$ cat config.mk
export PLATFORM = sky130hd
export DESIGN_NAME = sliding_window_maximum_unit_flat
export DESIGN_NICKNAME = d
export VERILOG_FILES = /design/src/rtl/swm_pkg.sv /design/src/rtl/swm_ifs.sv /design/src/rtl/swm_cell.sv /design/src/rtl/sliding_window_maximum_unit.sv /design/src/flat_wrapper.sv
export SDC_FILE = /design/constraint.sdc
export NUM_CORES = 1
export LEC_CHECK = 0
export BUFFER_PORTS_ARGS = -buffer_cell sky130_fd_sc_hd__buf_2
export CAP_MARGIN = 20
export CORE_UTILIZATION = 45
export CTS_BUF_LIST = sky130_fd_sc_hd__clkbuf_8
export CTS_CLUSTER_DIAMETER = 120
export DETAILED_ROUTE_END_ITERATION = 16
export GPL_ROUTABILITY_DRIVEN = 0
export SYNTH_ARGS = -nofsm -noshare
export SYNTH_HDL_FRONTEND = slang
export SYNTH_SLANG_ARGS = --single-unit
export TNS_END_PERCENT = 50
$ cat constraint.sdc
create_clock -name clock -period 10.9 [get_ports clock]
set_input_delay 2.18 -clock clock [delete_from_list [all_inputs] [get_ports clock]]
set_output_delay 2.18 -clock clock [all_outputs]
set_load 0.02 [all_outputs]
$ cat src/rtl/swm_pkg.sv
// ----------------------------------------------------------------------------
// Sliding window maximum: shared definitions
// Default sizes and the configuration register layout of the filter.
// ----------------------------------------------------------------------------
package swm_pkg;

   // Default depth of the window chain and default sample width.
   localparam int WINDOW_MAX  = 16;
   localparam int SAMPLE_BITS = 16;

   // Window length register.
   localparam int              CSR_W     = 5;
   localparam logic [CSR_W-1:0] LEN_RESET = 5'd3;

endpackage

$ cat src/rtl/swm_ifs.sv
// ----------------------------------------------------------------------------
// Sliding window maximum: channel interfaces
// Valid/ready channels for samples, results and the window length register.
// ----------------------------------------------------------------------------
interface swm_req_if #(
   parameter int SAMPLE_BITS = swm_pkg::SAMPLE_BITS
);
   logic                          valid;
   logic                          ready;
   logic signed [SAMPLE_BITS-1:0] sample;
   logic                          end_of_stream;

   modport source (output valid, output sample, output end_of_stream, input ready);
   modport sink   (input valid, input sample, input end_of_stream, output ready);
endinterface

interface swm_rsp_if #(
   parameter int SAMPLE_BITS = swm_pkg::SAMPLE_BITS
);
   logic                          valid;
   logic                          ready;
   logic signed [SAMPLE_BITS-1:0] window_max;
   logic                          last_window;

   modport source (output valid, output window_max, output last_window, input ready);
   modport sink   (input valid, input window_max, input last_window, output ready);
endinterface

interface swm_csr_if;
   logic                       valid;
   logic                       ready;
   logic [swm_pkg::CSR_W-1:0]  data;

   modport source (output valid, output data, input ready);
   modport sink   (input valid, input data, output ready);
endinterface

$ cat src/rtl/swm_cell.sv
// ----------------------------------------------------------------------------
// Sliding window maximum: chain cell
// Holds one sample of the window and folds it into a passing running maximum.
// ----------------------------------------------------------------------------
module swm_cell #(
   parameter int SAMPLE_BITS = swm_pkg::SAMPLE_BITS
) (
   input  logic                          clock,
   input  logic                          reset,
   input  logic                          shift_en,
   input  logic signed [SAMPLE_BITS-1:0] prev_sample,
   input  logic                          tok_prev_valid,
   input  logic signed [SAMPLE_BITS-1:0] tok_prev_max,
   output logic signed [SAMPLE_BITS-1:0] cell_sample,
   output logic                          tok_valid,
   output logic signed [SAMPLE_BITS-1:0] tok_max
);

   logic signed [SAMPLE_BITS-1:0] sample_ff, sample_in;
   logic                          tok_valid_ff;
   logic signed [SAMPLE_BITS-1:0] tok_max_ff, tok_max_in;

   assign sample_in  = shift_en ? prev_sample : sample_ff;
   assign tok_max_in = (tok_prev_max > sample_ff) ? tok_prev_max : sample_ff;

   always_ff @(posedge clock) begin
      sample_ff  <= sample_in;
      tok_max_ff <= tok_max_in;
   end

   // A shift moves the samples under any running maximum still in the row, so
   // such a maximum is stale and is dropped.
   always_ff @(posedge clock) begin
      if (reset) begin
         tok_valid_ff <= 1'b0;
      end else begin
         tok_valid_ff <= tok_prev_valid && !shift_en;
      end
   end

   assign cell_sample = sample_ff;
   assign tok_valid   = tok_valid_ff;
   assign tok_max     = tok_max_ff;

endmodule

$ cat src/rtl/sliding_window_maximum_unit.sv
// ----------------------------------------------------------------------------
// Sliding window maximum unit
// Running maximum over the most recent window_len samples of a stream.
// ----------------------------------------------------------------------------
// Samples shift into a row of WINDOW_MAX cells, newest first. A sample that
// completes a full window starts a running maximum that walks down the row,
// one cell per cycle, and is taken at cell window_len-1. The input is ready
// again in the cycle its result is presented, so a result-producing sample
// occupies the block until then, while a sample without a result (stream not
// yet filled) leaves the input ready for the next one. A pending result waits
// in the output register and, if needed, one hold register. window_len is
// clamped to 1..WINDOW_MAX; end_of_stream marks the last sample, whose result
// carries last_window.
module sliding_window_maximum_unit #(
   parameter int WINDOW_MAX  = swm_pkg::WINDOW_MAX,
   parameter int SAMPLE_BITS = swm_pkg::SAMPLE_BITS
) (
   input logic        clock,
   input logic        reset,
   swm_req_if.sink    req_ch,
   swm_rsp_if.source  rsp_ch,
   swm_csr_if.sink    csr_ch
);

   localparam int CNT_W = $clog2(WINDOW_MAX + 1);
   localparam int IDX_W = (WINDOW_MAX > 1) ? $clog2(WINDOW_MAX) : 1;
   localparam int LW    = (CNT_W > swm_pkg::CSR_W) ? CNT_W : swm_pkg::CSR_W;
   localparam logic [LW-1:0]    LEN_MAX  = LW'(WINDOW_MAX);
   localparam logic [CNT_W-1:0] FILL_MAX = CNT_W'(WINDOW_MAX);
   localparam logic signed [SAMPLE_BITS-1:0] MOST_NEG = {1'b1, {(SAMPLE_BITS-1){1'b0}}};

   typedef enum logic [2:0] {
      ST_IDLE = 3'b001,
      ST_RUN  = 3'b010,
      ST_HOLD = 3'b100
   } state_type;

   state_type                     state_ff, state_in;
   logic [swm_pkg::CSR_W-1:0]     window_len_ff, window_len_in;
   logic [CNT_W-1:0]              fill_ff, fill_in, fill_sat;
   logic [IDX_W-1:0]              tap_ff, tap_in;
   logic                          last_ff, last_in;
   logic                          launch_ff, launch_in;
   logic signed [SAMPLE_BITS-1:0] hold_max_ff, hold_max_in;
   logic                          rsp_valid_ff, rsp_valid_in;
   logic signed [SAMPLE_BITS-1:0] rsp_max_ff, rsp_max_in;
   logic                          rsp_last_ff, rsp_last_in;

   logic [LW-1:0]                 len_raw, len_lim;
   logic [CNT_W-1:0]              len_eff;
   logic                          req_xfer, produce, rsp_free, tap_hit;
   logic signed [SAMPLE_BITS-1:0] tap_max;

   logic signed [SAMPLE_BITS-1:0] sample_chain [WINDOW_MAX+1];
   logic                          tv_chain     [WINDOW_MAX+1];
   logic signed [SAMPLE_BITS-1:0] tm_chain     [WINDOW_MAX+1];
   logic [WINDOW_MAX-1:0]         tv_out;
   logic signed [SAMPLE_BITS-1:0] tm_out       [WINDOW_MAX];

   // ------------------------------------------------------------------ cells
   assign sample_chain[0] = req_ch.sample;
   assign tv_chain[0]     = launch_ff;
   assign tm_chain[0]     = MOST_NEG;

   for (genvar i = 0; i < WINDOW_MAX; i++) begin : g_cell
      swm_cell #(
         .SAMPLE_BITS (SAMPLE_BITS)
      ) u_cell (
         .clock          (clock),
         .reset          (reset),
         .shift_en       (req_xfer),
         .prev_sample    (sample_chain[i]),
         .tok_prev_valid (tv_chain[i]),
         .tok_prev_max   (tm_chain[i]),
         .cell_sample    (sample_chain[i+1]),
         .tok_valid      (tv_chain[i+1]),
         .tok_max        (tm_chain[i+1])
      );
      assign tv_out[i] = tv_chain[i+1];
      assign tm_out[i] = tm_chain[i+1];
   end

   assign tap_hit = tv_out[tap_ff];
   assign tap_max = tm_out[tap_ff];

   // ---------------------------------------------------------- window length
   always_comb begin
      len_raw = LW'(window_len_ff);
      if (len_raw == '0) begin
         len_lim = LW'(1);
      end else if (len_raw > LEN_MAX) begin
         len_lim = LEN_MAX;
      end else begin
         len_lim = len_raw;
      end
      len_eff = CNT_W'(len_lim);
   end

   assign csr_ch.ready  = 1'b1;
   assign window_len_in = csr_ch.valid ? csr_ch.data : window_len_ff;

   // ---------------------------------------------------------------- control
   assign req_ch.ready = (state_ff == ST_IDLE);
   assign req_xfer     = req_ch.valid && req_ch.ready;
   assign fill_sat     = (fill_ff == FILL_MAX) ? fill_ff : fill_ff + CNT_W'(1);
   assign produce      = (fill_sat >= len_eff);
   assign rsp_free     = !rsp_valid_ff || rsp_ch.ready;

   always_comb begin
      state_in     = state_ff;
      fill_in      = fill_ff;
      tap_in       = tap_ff;
      last_in      = last_ff;
      launch_in    = 1'b0;
      hold_max_in  = hold_max_ff;
      rsp_valid_in = rsp_valid_ff && !rsp_ch.ready;
      rsp_max_in   = rsp_max_ff;
      rsp_last_in  = rsp_last_ff;

      case (state_ff)
         ST_IDLE: begin
            if (req_xfer) begin
               fill_in = req_ch.end_of_stream ? '0 : fill_sat;
               tap_in  = IDX_W'(len_eff - CNT_W'(1));
               last_in = req_ch.end_of_stream;
               if (produce) begin
                  launch_in = 1'b1;
                  state_in  = ST_RUN;
               end
            end
         end
         ST_RUN: begin
            if (tap_hit) begin
               if (rsp_free) begin
                  rsp_valid_in = 1'b1;
                  rsp_max_in   = tap_max;
                  rsp_last_in  = last_ff;
                  state_in     = ST_IDLE;
               end else begin
                  hold_max_in = tap_max;
                  state_in    = ST_HOLD;
               end
            end
         end
         ST_HOLD: begin
            if (rsp_free) begin
               rsp_valid_in = 1'b1;
               rsp_max_in   = hold_max_ff;
               rsp_last_in  = last_ff;
               state_in     = ST_IDLE;
            end
         end
         default: begin
            state_in = ST_IDLE;
         end
      endcase
   end

   always_ff @(posedge clock) begin
      if (reset) begin
         state_ff      <= ST_IDLE;
         window_len_ff <= swm_pkg::LEN_RESET;
         fill_ff       <= '0;
         launch_ff     <= 1'b0;
         rsp_valid_ff  <= 1'b0;
      end else begin
         state_ff      <= state_in;
         window_len_ff <= window_len_in;
         fill_ff       <= fill_in;
         launch_ff     <= launch_in;
         rsp_valid_ff  <= rsp_valid_in;
      end
   end

   always_ff @(posedge clock) begin
      tap_ff      <= tap_in;
      last_ff     <= last_in;
      hold_max_ff <= hold_max_in;
      rsp_max_ff  <= rsp_max_in;
      rsp_last_ff <= rsp_last_in;
   end

   assign rsp_ch.valid       = rsp_valid_ff;
   assign rsp_ch.window_max  = rsp_max_ff;
   assign rsp_ch.last_window = rsp_last_ff;

   // ------------------------------------------------------------- assertions
   // Only one running maximum may be in flight along the row at any time.
   a_single_wave : assert property (@(posedge clock) disable iff (reset)
      $onehot0({tv_out, launch_ff}))
      else $error("more than one running maximum in the cell row");

   // A wave is only started for a sample that entered the row the cycle before.
   a_launch_after_xfer : assert property (@(posedge clock) disable iff (reset)
      launch_ff |-> (state_ff == ST_RUN) && $past(req_xfer))
      else $error("running maximum started without a sample transfer");

   // A result is parked only while the output register is still occupied.
   a_hold_blocked : assert property (@(posedge clock) disable iff (reset)
      (state_ff == ST_HOLD) |-> rsp_valid_ff)
      else $error("result held while the output register is empty");

   // The fill count saturates at the row length.
   a_fill_range : assert property (@(posedge clock) disable iff (reset)
      fill_ff <= FILL_MAX)
      else $error("fill count beyond the window row length");

endmodule
$ cat src/flat_wrapper.sv
// flat-port wrapper written by rule: the top's interface ports become plain ports
module sliding_window_maximum_unit_flat 
#(
   parameter int WINDOW_MAX  = swm_pkg::WINDOW_MAX,
   parameter int SAMPLE_BITS = swm_pkg::SAMPLE_BITS
)
  (clock, reset, req_ch_valid, req_ch_sample, req_ch_end_of_stream, req_ch_ready, rsp_ch_valid, rsp_ch_window_max, rsp_ch_last_window, rsp_ch_ready, csr_ch_valid, csr_ch_data, csr_ch_ready);
  swm_req_if #(.SAMPLE_BITS(SAMPLE_BITS)) req_ch_i ();
  swm_rsp_if #(.SAMPLE_BITS(SAMPLE_BITS)) rsp_ch_i ();
  swm_csr_if csr_ch_i ();
  input logic clock;
  input logic reset;
  input wire logic [$bits(req_ch_i.valid)-1:0] req_ch_valid;
  input wire logic [$bits(req_ch_i.sample)-1:0] req_ch_sample;
  input wire logic [$bits(req_ch_i.end_of_stream)-1:0] req_ch_end_of_stream;
  output wire logic [$bits(req_ch_i.ready)-1:0] req_ch_ready;
  output wire logic [$bits(rsp_ch_i.valid)-1:0] rsp_ch_valid;
  output wire logic [$bits(rsp_ch_i.window_max)-1:0] rsp_ch_window_max;
  output wire logic [$bits(rsp_ch_i.last_window)-1:0] rsp_ch_last_window;
  input wire logic [$bits(rsp_ch_i.ready)-1:0] rsp_ch_ready;
  input wire logic [$bits(csr_ch_i.valid)-1:0] csr_ch_valid;
  input wire logic [$bits(csr_ch_i.data)-1:0] csr_ch_data;
  output wire logic [$bits(csr_ch_i.ready)-1:0] csr_ch_ready;
  assign req_ch_i.valid = req_ch_valid;
  assign req_ch_i.sample = req_ch_sample;
  assign req_ch_i.end_of_stream = req_ch_end_of_stream;
  assign req_ch_ready = req_ch_i.ready;
  assign rsp_ch_valid = rsp_ch_i.valid;
  assign rsp_ch_window_max = rsp_ch_i.window_max;
  assign rsp_ch_last_window = rsp_ch_i.last_window;
  assign rsp_ch_i.ready = rsp_ch_ready;
  assign csr_ch_i.valid = csr_ch_valid;
  assign csr_ch_i.data = csr_ch_data;
  assign csr_ch_ready = csr_ch_i.ready;
  sliding_window_maximum_unit #(.WINDOW_MAX(WINDOW_MAX), .SAMPLE_BITS(SAMPLE_BITS)) u_core (.clock(clock), .reset(reset), .req_ch(req_ch_i), .rsp_ch(rsp_ch_i), .csr_ch(csr_ch_i));
endmodule
==> run summary, run 1 <==
Initial Utilization: 45.5%
Fin area: 0.0322 mm²
Input/output buffers: 45
Via/cell ratio: 5.89
Critical Path Start: u_core.state_ff[0]$_SDFFE_PP1P_
Layout cell share with drive strength beyond 1: 13.4%
CTS Buf Count: 95
# setup viols final: 0
# IOs: 47
Initial antenna violation count: 8
Mapped Nets: 2797
Worst EP arrival: 1.72 ns
Drt drc: 0
Grt total ovfl: 0
Met3 WL: 4470 µm
Routed WL: 76700 µm
Hold path start: u_core.g_cell[0].u_cell.cell_sample[10]$_DFFE_PP_
Met2 routed WL: 36700 µm
# resized after CTS: 0
Async set-or-reset flop fraction in the synthesized netlist: 0%
Highest clock rate: 0.257 GHz
Leakage: 13.5 nW
Syn Inst Count: 2522
Fillers: 5665
Outcome: finished, final reports clean
Clk_skew: 0.0367 ns
Top Metal Used: met5
Synth Warn #: 0
Crit path time final: 3.90 ns
Period Utilization, post-route: 35.7%
TritonCTS clock tree: done
Critical path class: flop to output pin
Reg2Reg Launch Point: u_core.g_cell[14].u_cell.cell_sample[15]$_DFFE_PP_
Setup Fix Bufs, Post-CTS: 0
Area delta synth->final: 9.87%
Syn_area_per_cell: 11.6 µm²
Core footprint: 0.0645 mm²
Vias: 20595
Clk_lat worst skew: 0.69 ns
WHS: 0.366 ns
Die width: 257 µm
Total track usage: 23.0%
Commonest cells after routing, fill and taps aside: 294 x edfxtp_1, 287 x dfxtp_1, 286 x inv_1
Setup crit end kind: output pin
Total Die Area: 0.0662 mm²
Top FF cell, synth: edfxtp_1
Max Cap Viol: 0
Yosys reg bits: 581
Met1 wire length: 33500 µm
Final Hold Viols: 0
Die Y: 257 µm
Worst-case clock buffer depth: 3
Slew Limit Fails: 0
Hold Path Class: flop to flop
Largest net degree at the start of global routing: 145
Yosys cell types: 58
Sequential cell area fraction in the yosys report: 49.7%
Root Driver: clkbuf_8
Slew headroom: 28.4%
Final Core Density: 50.0%
Setup_tns: 0 ns
Iter 0 DRT Violations: 1933
Required @ worst endpoint: 8.72 ns
Hold_buf cts: 0
Critical path, cell by cell: nor3b_1, buf_2
Clock sink count: 581
Peak supply drop: 108 µV
Vias in the first global route: 20177
Crit start category: flop
Area of the multi-input gates: 0.0131 mm²
# nets final: 2832
DP HPWL: 56400 µm
Slowest CP cell: dfxtp_1
CP max FO: 4
Worst Tran Pin Value: 1.07 ns
Placed Cells: 3311
Post-synth EDFFs: 294
Slowest Stage Delay on Critical Path: 0.40 ns
Register area: 0.0146 mm²
H-tree levels: 3
Power Dens Cells: 278 mW/mm²
First-pass GRT wire length: 118000 µm
TritonRoute pass-1 iters: 6
Commonest non-fill, non-tap cell in the layout: edfxtp_1
Fin cells: 3498
Row cnt: 93
Synth Cell Area: 0.0293 mm²
Post-route ant nets: 0
Per-cell routed wire length: 21.9 µm
Clk slew on worst S/H paths: 0.07 ns
RSZ-0062 raised after global routing: false
Placed instance area: 0.0302 mm²
-- per-stage QoR --
stage          total power, mW  setup WS (ns)
2_1_floorplan             5.92           2.68
4_1_cts                   8.95           6.98
6_report                  8.96           7.00
5_1_grt                   9.50           6.91
3_5_place_dp              6.96           6.54
3_3_place_gp              6.80           6.58
-- kinds of logic (layout without fill, tap and decap cells) --
| family | Yosys count | in the layout | synth area share (%) |
|---|---|---|---|
| AO/OA/AOI/OAI | 515 | 515 | 12.3 |
| XOR/XNOR | 5 | 5 | 0.149 |
| adder cells (fa/ha/maj) | 248 | 248 | 10.6 |
| buffers and inverters | 400 | 518 | 5.67 |
| flip-flops | 581 | 581 | 49.7 |
| multiplexers | 196 | 196 | 11.5 |
| other | 1 | 4 | 0.0128 |
| AND/OR/NAND/NOR | 576 | 576 | 10.1 |
-- layer usage --
layer / global-route usage (%) / up-vias
met5: 0 / -
met4: 7.13 / 4
met3: 3.50 / 153
met2: 38.3 / 688
met1: 30.8 / 10157
li1: - / 9593
-- worst paths after layout --
kind	to	slack [ns]	depth (start not counted)
max reg2reg	u_core.g_cell[14].u_cell.tok_max[13]$_DFF_P_	7.33	8
min reg2reg	u_core.g_cell[0].u_cell.tok_max[10]$_SDFF_PN0_	0.37	0
max	req_ch_ready	7.00	2
min	u_core.g_cell[0].u_cell.tok_max[10]$_SDFF_PN0_	0.37	0
-- registers in the layout (all words and copies together) (netlist names) --
name and count:
u_core.tap_ff 4, u_core.launch_ff 1, u_core.g_cell.u_cell.cell_sample 256, u_core.state_ff 3, u_core.rsp_ch.last_window 1, u_core.g_cell.u_cell.tok_max 256
u_core.rsp_ch.valid 1, u_core.g_cell.u_cell.tok_valid 16, u_core.len_raw 5, u_core.rsp_ch.window_max 16, u_core.last_ff 1, u_core.fill_ff 5
u_core.hold_max_ff 16
-- layout make-up --
cell class / count / share of cell area, %
sequential: 581 / 45.2
multi-input combinational: 1541 / 40.6
clock buffer: 108 / 4.61
tap: 855 / 3.32
inverter: 268 / 3.15
clock inverter: 72 / 1.53
timing repair buffer: 70 / 1.49
antenna: 3 / 0.0233
-- cells in the mapped netlist, types with 13 or more instances --
master | count | area [µm²]
o211ai_1 | 13 | 97.6
clkbuf_1 | 70 | 263
a221o_1 | 144 | 1440
a21o_1 | 32 | 240
inv_1 | 265 | 995
nor2_1 | 39 | 146
o21ai_0 | 90 | 450
mux4_1 | 58 | 1520
mux2_2 | 100 | 1130
and3_1 | 14 | 87.6
a21oi_1 | 178 | 891
nand2_1 | 154 | 578
and2_1 | 19 | 119
nor2b_1 | 73 | 457
ha_1 | 248 | 3100
mux4_2 | 27 | 608
nand3_1 | 181 | 906
edfxtp_1 | 294 | 8830
dfxtp_1 | 287 | 5750
buf_2 | 24 | 120
nand4_1 | 43 | 269
buf_1 | 17 | 63.8
-- worst max-delay path: cells and delay by family (launching register included) --
| family | cells | cell delay [ns] |
|---|---|---|
| buffers and inverters | 1 | 0.25 |
| DFF | 1 | 0.40 |
| and+or+nand+nor | 1 | 0.39 |
-- power breakdown --
part / internal [mW] / switching, mW
registers: 2.94 / 0.727
clock network: 1.04 / 0.921
logic: 1.59 / 1.74
Note: power is estimated with default switching activity, not from simulation.
==> inputs of run 2 (changes only) <==
clock period = 3.5 ns   (was 10.9 ns; I/O delays follow)
==> run summary, run 2 (same netlist as run 1, synthesis figures left out) <==
Outcome: finished, final reports clean (unchanged)
Final Core Density: 50.2% (was 50.0%)
Worst-case clock buffer depth: 3 (unchanged)
Largest net degree at the start of global routing: 106 (was 145)
Buf/Inv on CP: 2 (was 1)
Commonest cells after routing, fill and taps aside: 299 x inv_1, 294 x edfxtp_1, 287 x dfxtp_1 (was 294 x edfxtp_1, 287 x dfxtp_1, 286 x inv_1)
Commonest non-fill, non-tap cell in the layout: inv_1 (was edfxtp_1)
RSZ-0062 raised after global routing: false (unchanged)
Setup WS pre-CTS: 0.192 ns (was 6.54 ns)
TritonCTS clock tree: done (unchanged)
Critical path, cell by cell: inv_1, ha_1, inv_1, a2111oi_0, o211ai_1, and3_1, a221o_1 (was nor3b_1, buf_2)
Critical path class: flop to flop (was flop to output pin)
Setup crit end kind: flop (was output pin)
Input/output buffers: 45 (unchanged)
Slowest CP cell: ha_1 (was dfxtp_1)
Register area: 0.0146 mm² (unchanged)
Crit path depth: 7 (was 2)
Vias in the first global route: 20153 (was 20177)
Clk_skew: 0.0406 ns (was 0.0367 ns)
First-pass GRT wire length: 120000 µm (was 118000 µm)
Vias: 20856 (was 20595)
Die Y: 257 µm (unchanged)
Crit-path most repeated cell: inv_1
Slew headroom: 28.9% (was 28.4%)
Fillers: 5635 (was 5665)
# nets final: 2859 (was 2832)
Slew Limit Fails: 0 (unchanged)
Initial antenna violation count: 4 (was 8)
Worst EP arrival: 3.74 ns (was 1.72 ns)
Reg2Reg Depth: 7 (was 8)
TritonRoute pass-1 iters: 7 (was 6)
Core footprint: 0.0645 mm² (unchanged)
Area delta synth->final: 10.5% (was 9.87%)
Leakage: 13.7 nW (was 13.5 nW)
Placed Cells: 3334 (was 3311)
WHS: 0.177 ns (was 0.366 ns)
FF-to-FF End: u_core.g_cell[12].u_cell.tok_max[1]$_DFF_P_ (was u_core.g_cell[14].u_cell.tok_max[13]$_DFF_P_)
Routed WL: 77800 µm (was 76700 µm)
CP max FO: 18 (was 4)
Initial Utilization: 45.5% (unchanged)
Final Hold Viols: 0 (unchanged)
Clock sink count: 581 (unchanged)
Hold Path Class: input pin to flop (was flop to flop)
# IOs: 47 (unchanged)
Slowest Stage Delay on Critical Path: 0.64 ns (was 0.40 ns)
Crit path time final: 3.17 ns
Hold endpoint: u_core.g_cell[0].u_cell.cell_sample[15]$_DFFE_PP_ (was u_core.g_cell[0].u_cell.tok_max[10]$_SDFF_PN0_)
Total track usage: 23.4% (was 23.0%)
Die width: 257 µm (unchanged)
CTS Buf Count: 100 (was 95)
Period Utilization, post-route: 90.5%
Drt drc: 0 (unchanged)
Peak supply drop: 352 µV (was 108 µV)
Via/cell ratio: 5.91 (was 5.89)
Highest clock rate: 0.316 GHz
Total Die Area: 0.0662 mm² (unchanged)
H-tree levels: 3 (unchanged)
Clk slew on worst S/H paths: 0.06 ns (was 0.07 ns)
Area of the multi-input gates: 0.0131 mm² (about the same)
Power Dens Cells: 867 mW/mm² (was 278 mW/mm²)
Crit path max-delay family: compound AO/OA/AOI/OAI gates (was flip-flops)
Post-route ant nets: 0 (unchanged)
Reg2Reg Launch Point: u_core.g_cell[12].u_cell.cell_sample[15]$_DFFE_PP_ (was u_core.g_cell[14].u_cell.cell_sample[15]$_DFFE_PP_)
Hold_buf cts: 0 (unchanged)
# setup viols final: 0 (unchanged)
Root Driver: clkbuf_8 (unchanged)
DP HPWL: 57100 µm (was 56400 µm)
Hold path start: req_ch_sample[15] (was u_core.g_cell[0].u_cell.cell_sample[10]$_DFFE_PP_)
Crit start category: flop (unchanged)
Row cnt: 93 (unchanged)
Grt total ovfl: 0 (unchanged)
Per-cell routed wire length: 22.0 µm (was 21.9 µm)
Hold path cells: 1 (was 0)
Layout cell share with drive strength beyond 1: 13.9% (was 13.4%)
Required @ worst endpoint: 4.07 ns (was 8.72 ns)
Setup Fix Bufs, Post-CTS: 0 (unchanged)
Clk_lat worst skew: 0.70 ns (was 0.69 ns)
Worst Tran Pin Value: 1.06 ns (was 1.07 ns)
Max Cap Viol: 0 (unchanged)
Worst R2R Setup Slack: 0.33 ns (was 7.33 ns)
Final WS setup: 0.334 ns (was 7.00 ns)
# resized after CTS: 0 (unchanged)
Iter 0 DRT Violations: 2061 (was 1933)
Fin cells: 3530 (was 3498)
## run 2: worst register-to-register path: stages (launching register included)
cell and delay [ns]:
edfxtp_1 0.39, inv_1 0.06, ha_1 0.64, inv_1 0.43, a2111oi_0 0.46, o211ai_1 0.18
and3_1 0.43, a221o_1 0.45
## run 2: worst max path at each step
stage,slack (ns),end,start
after floorplan,-1.54,u_core.g_cell[0].u_cell.cell_sample[0]$_DFFE_PP_,req_ch_valid
after global routing,0.03,u_core.g_cell[12].u_cell.tok_max[1]$_DFF_P_,u_core.g_cell[12].u_cell.cell_sample[15]$_DFFE_PP_
after CTS,0.18,u_core.g_cell[12].u_cell.tok_max[1]$_DFF_P_,u_core.g_cell[12].u_cell.cell_sample[15]$_DFFE_PP_
after detailed placement,0.19,u_core.g_cell[12].u_cell.tok_max[1]$_DFF_P_,u_core.g_cell[12].u_cell.cell_sample[15]$_DFFE_PP_
after global placement,0.33,u_core.g_cell[12].u_cell.tok_max[12]$_DFF_P_,u_core.g_cell[12].u_cell.cell_sample[15]$_DFFE_PP_
final,0.33,u_core.g_cell[12].u_cell.tok_max[1]$_DFF_P_,u_core.g_cell[12].u_cell.cell_sample[15]$_DFFE_PP_
## run 2: cell type report
| type | count | area share (%) |
|---|---|---|
| clock inverter | 76 | 1.24 |
| antenna | 3 | 0.0232 |
| inverter | 268 | 3.12 |
| tap | 855 | 3.30 |
| multi-input combinational | 1541 | 40.5 |
| clock buffer | 114 | 4.84 |
| sequential | 581 | 45.0 |
| timing repair buffer | 92 | 2.01 |
## run 2: stage by stage
stage | setup TNS (ns) | total power [mW] | instance area [µm²]
floorplan | -434.37 | 18.4 | 29300
global placement | 0 | 21.6 | 30400
detailed placement | 0 | 22.0 | 30400
CTS | 0 | 28.1 | 32400
global route | 0 | 29.8 | 32400
finish | 0 | 28.1 | 32400
## run 2: power by group
part | total, mW | switching [mW] | leakage, nW | internal [mW]
combinational | 10.7 | 5.66 | 7.28 | 5.09
sequential | 11.3 | 2.18 | 5.24 | 9.15
clock | 6.02 | 2.87 | 1.15 | 3.15
## run 2: metal layers
layer	wire (µm)	share of wire (%)	up-vias	track usage [%]
li1	-	-	9645	-
met1	34600	44	10290	32.0
met2	35900	46	762	37.8
met3	4800	6.2	159	3.42
met4	2440	3.1	0	8.68
met5	0	0	-	0
==> inputs of run 3 (changes only) <==
ABC_AREA = 1   (was not set)
SETUP_SLACK_MARGIN = 0.02   (was not set)
==> run summary, run 3 <==
Outcome: finished, final reports clean (unchanged)
Leakage: 14.9 nW (was 13.7 nW)
Grt met2 use: 41.1% (was 37.8%)
Initial Utilization: 45.8% (was 45.5%)
Reg2Reg Depth: 8 (was 7)
Yosys cell types: 31 (was 58)
Setup Fix Bufs, Post-CTS: 0 (unchanged)
Synth top area share: 31.0% (was 30.1%)
End of the critical path: u_core.rsp_ch.window_max[3]$_DFFE_PP_ (was u_core.g_cell[12].u_cell.tok_max[1]$_DFF_P_)
Crit path depth: 8 (was 7)
Hold_buf cts: 0 (unchanged)
Commonest cells after routing, fill and taps aside: 788 x nand2_1, 436 x inv_1, 294 x edfxtp_1 (was 299 x inv_1, 294 x edfxtp_1, 287 x dfxtp_1)
Worst Tran Pin Value: 0.958 ns (was 1.06 ns)
Top FF cell, synth: edfxtp_1 (unchanged)
Syn Inst Count: 3199 (was 2522)
Max Cap Viol: 0 (unchanged)
Fillers: 5781 (was 5635)
Commonest non-fill, non-tap cell in the layout: nand2_1 (was inv_1)
Drt drc: 0 (unchanged)
Grt total ovfl: 0 (unchanged)
Met1 Use GR: 30.8% (was 32.0%)
Largest net degree at the start of global routing: 127 (was 106)
CP max FO: 59 (was 18)
Iter 0 DRT Violations: 1770 (was 2061)
Input/output buffers: 45 (unchanged)
Crit path max-delay family: compound AO/OA/AOI/OAI gates (unchanged)
Critical Path Start: u_core.tap_ff[0]$_DFFE_PP_ (was u_core.g_cell[12].u_cell.cell_sample[15]$_DFFE_PP_)
Fin area: 0.0313 mm² (was 0.0324 mm²)
CTS Buf Count: 96 (was 100)
Critical path, cell by cell: inv_4, nand2_1, nand3_1, nand3_1, nand3_1, nand2_1, nand2_1, a21oi_2 (was inv_1, ha_1, inv_1, a2111oi_0, o211ai_1, and3_1, a221o_1)
Clock sink count: 581 (unchanged)
Die Y: 254 µm (was 257 µm)
Slowest CP cell: a21oi_2 (was ha_1)
Placed instance area: 0.0293 mm² (was 0.0304 mm²)
Post-synth EDFFs: 294 (unchanged)
TritonCTS clock tree: done (unchanged)
WHS: 0.170 ns (was 0.177 ns)
Via/cell ratio: 5.43 (was 5.91)
Worst-case clock buffer depth: 3 (unchanged)
# nets final: 3505 (was 2859)
Yosys reg bits: 581 (unchanged)
# IOs: 47 (unchanged)
Peak supply drop: 386 µV (was 352 µV)
Area of the multi-input gates: 0.0117 mm² (was 0.0131 mm²)
Setup crit end kind: flop (unchanged)
Most frequent cell after synthesis: nand2_1 (was edfxtp_1)
Reg2Reg Launch Point: u_core.tap_ff[0]$_DFFE_PP_ (was u_core.g_cell[12].u_cell.cell_sample[15]$_DFFE_PP_)
Total Die Area: 0.0643 mm² (was 0.0662 mm²)
# setup viols final: 0 (unchanged)
Area delta synth->final: 9.82% (was 10.5%)
TritonRoute pass-1 iters: 6 (was 7)
Register area: 0.0146 mm² (unchanged)
Met3 Use GR: 3.98% (was 3.42%)
# resized after CTS: 0 (unchanged)
Post-route ant nets: 0 (unchanged)
Initial antenna violation count: 1 (was 4)
Cell taking the most area after synthesis: edfxtp_1 (unchanged)
Buf/Inv on CP: 1 (was 2)
Period Utilization, post-route: 82.0% (was 90.5%)
Async set-or-reset flop fraction in the synthesized netlist: 0% (unchanged)
Crit path time final: 2.87 ns (was 3.17 ns)
Core footprint: 0.0622 mm² (was 0.0645 mm²)
Synth top area cells: edfxtp_1 31%, dfxtp_1 20%, ha_1 11%, nand2_1 10%, nand4_1 5.6% (was edfxtp_1 30%, dfxtp_1 20%, ha_1 11%, mux4_1 5.2%, a221o_1 4.9%)
Crit start category: flop (unchanged)
RSZ-0062 raised after global routing: false (unchanged)
Synth Warn #: 0 (unchanged)
Total track usage: 24.3% (was 23.4%)
Mapped Nets: 3474 (was 2797)
Syn_area_per_cell: 8.91 µm² (was 11.6 µm²)
Slew headroom: 36.2% (was 28.9%)
FF-to-FF End: u_core.rsp_ch.window_max[3]$_DFFE_PP_ (was u_core.g_cell[12].u_cell.tok_max[1]$_DFF_P_)
Slew Limit Fails: 0 (unchanged)
Critical path class: flop to flop (unchanged)
Vias: 22524 (was 20856)
Hold Path Class: input pin to flop (unchanged)
Required @ worst endpoint: 3.80 ns (was 4.07 ns)
First-pass GRT wire length: 122000 µm (was 120000 µm)
Final Hold Viols: 0 (unchanged)
Vias in the first global route: 22039 (was 20153)
Slowest Stage Delay on Critical Path: 0.79 ns (was 0.64 ns)
Routed WL: 77500 µm (was 77800 µm)
Row cnt: 91 (was 93)
Synth Cell Area: 0.0285 mm² (was 0.0293 mm²)
H-tree levels: 3 (unchanged)
Per-cell routed wire length: 18.7 µm (was 22.0 µm)
Clk_skew: 0.0433 ns (was 0.0406 ns)
Top Usage Layer GRT: met2 (unchanged)
Highest clock rate: 0.348 GHz (was 0.316 GHz)
Sequential cell area fraction in the yosys report: 51.2% (was 49.7%)
DP HPWL: 57200 µm (was 57100 µm)
Power Dens Cells: 898 mW/mm² (was 867 mW/mm²)
Worst R2R Setup Slack: 0.63 ns (was 0.33 ns)
Total power: 28.1 mW (about the same)
Layout cell share with drive strength beyond 1: 7.67% (was 13.9%)
Clk_lat worst skew: 0.72 ns (was 0.70 ns)
Root Driver: clkbuf_8 (unchanged)
Die width: 254 µm (was 257 µm)
Clk slew on worst S/H paths: 0.06 ns (about the same)
Worst EP arrival: 3.17 ns (was 3.74 ns)
Commonest cells post-synth: 788 x nand2_1, 397 x inv_1, 294 x edfxtp_1 (was 294 x edfxtp_1, 287 x dfxtp_1, 265 x inv_1)
-- run 3: changes by cell type after synthesis, sizes merged, moves of 19 or more --
cell / previous run / this run
a21oi: 178 / 123
a221o: 144 / 0
and2: 19 / 0
inv: 265 / 398
mux2: 108 / 0
mux4: 85 / 0
nand2: 154 / 803
nand3: 181 / 116
nand4: 43 / 254
nor2: 39 / 276
nor2b: 73 / 0
o211ai: 13 / 63
o21ai: 95 / 150
-- run 3: cell type report --
type / instances / share of cell area (%)
diodes: 1 / 0.00800
clock buffers: 123 / 5.41
clock inverters: 58 / 1.04
inverters: 402 / 4.87
multi-input cells: 2080 / 37.4
flip-flops and latches: 581 / 46.6
well taps: 837 / 3.35
repair buffers: 69 / 1.38
-- run 3: logic make-up (layout without fill, tap and decap cells) --
| group | Yosys count | in the layout | synth area share, % |
|---|---|---|---|
| fa+ha+maj | 248 | 248 | 10.9 |
| xor+xnor | 4 | 4 | 0.123 |
| flops | 581 | 581 | 51.2 |
| buf+inv | 538 | 652 | 7.85 |
| other cells | 1 | 2 | 0.0132 |
| simple gates | 1452 | 1452 | 22.5 |
| compound gates | 375 | 375 | 7.43 |
-- run 3: through the flow --
step | setup TNS [ns] | utilization, % | std cells | worst slack, ns
floorplan | -403.28 | - | 3199 | -2.04
global placement | 0 | 47.1 | 3969 | 0.678
detailed placement | 0 | 47.1 | 3969 | 0.659
CTS | 0 | 50.3 | 4150 | 0.638
global route | 0 | 50.3 | 4151 | 0.404
finish | 0 | 50.3 | 4151 | 0.630
-- run 3: worst min path at each step --
stage                                                            startpoint                                                end  cells after the start
after floorplan                                 u_core.launch_ff$_SDFF_PP0_       u_core.g_cell[0].u_cell.tok_valid$_SDFF_PP0_                      2
after global placement     u_core.g_cell[0].u_cell.cell_sample[5]$_DFFE_PP_      u_core.g_cell[0].u_cell.tok_max[5]$_SDFF_PN0_                      0
after detailed placement  u_core.g_cell[0].u_cell.cell_sample[10]$_DFFE_PP_     u_core.g_cell[0].u_cell.tok_max[10]$_SDFF_PN0_                      0
after CTS                                                 req_ch_sample[11]  u_core.g_cell[0].u_cell.cell_sample[11]$_DFFE_PP_                      1
after global routing                                       req_ch_sample[4]   u_core.g_cell[0].u_cell.cell_sample[4]$_DFFE_PP_                      1
final                                                      req_ch_sample[1]   u_core.g_cell[0].u_cell.cell_sample[1]$_DFFE_PP_                      1
-- run 3: layer usage --
metal | up-vias | part of all wire [%]
met4 | 0 | 3.8
met3 | 192 | 5.7
li1 | 10901 | -
met5 | - | 0
met1 | 10690 | 42
met2 | 741 | 48
-- run 3: where the power goes --
part           leakage [nW]  internal [mW]  switching (mW)
Clock                  1.19           3.32            2.83
Combinational          8.50           3.56            6.69
Sequential             5.23           9.43            2.27
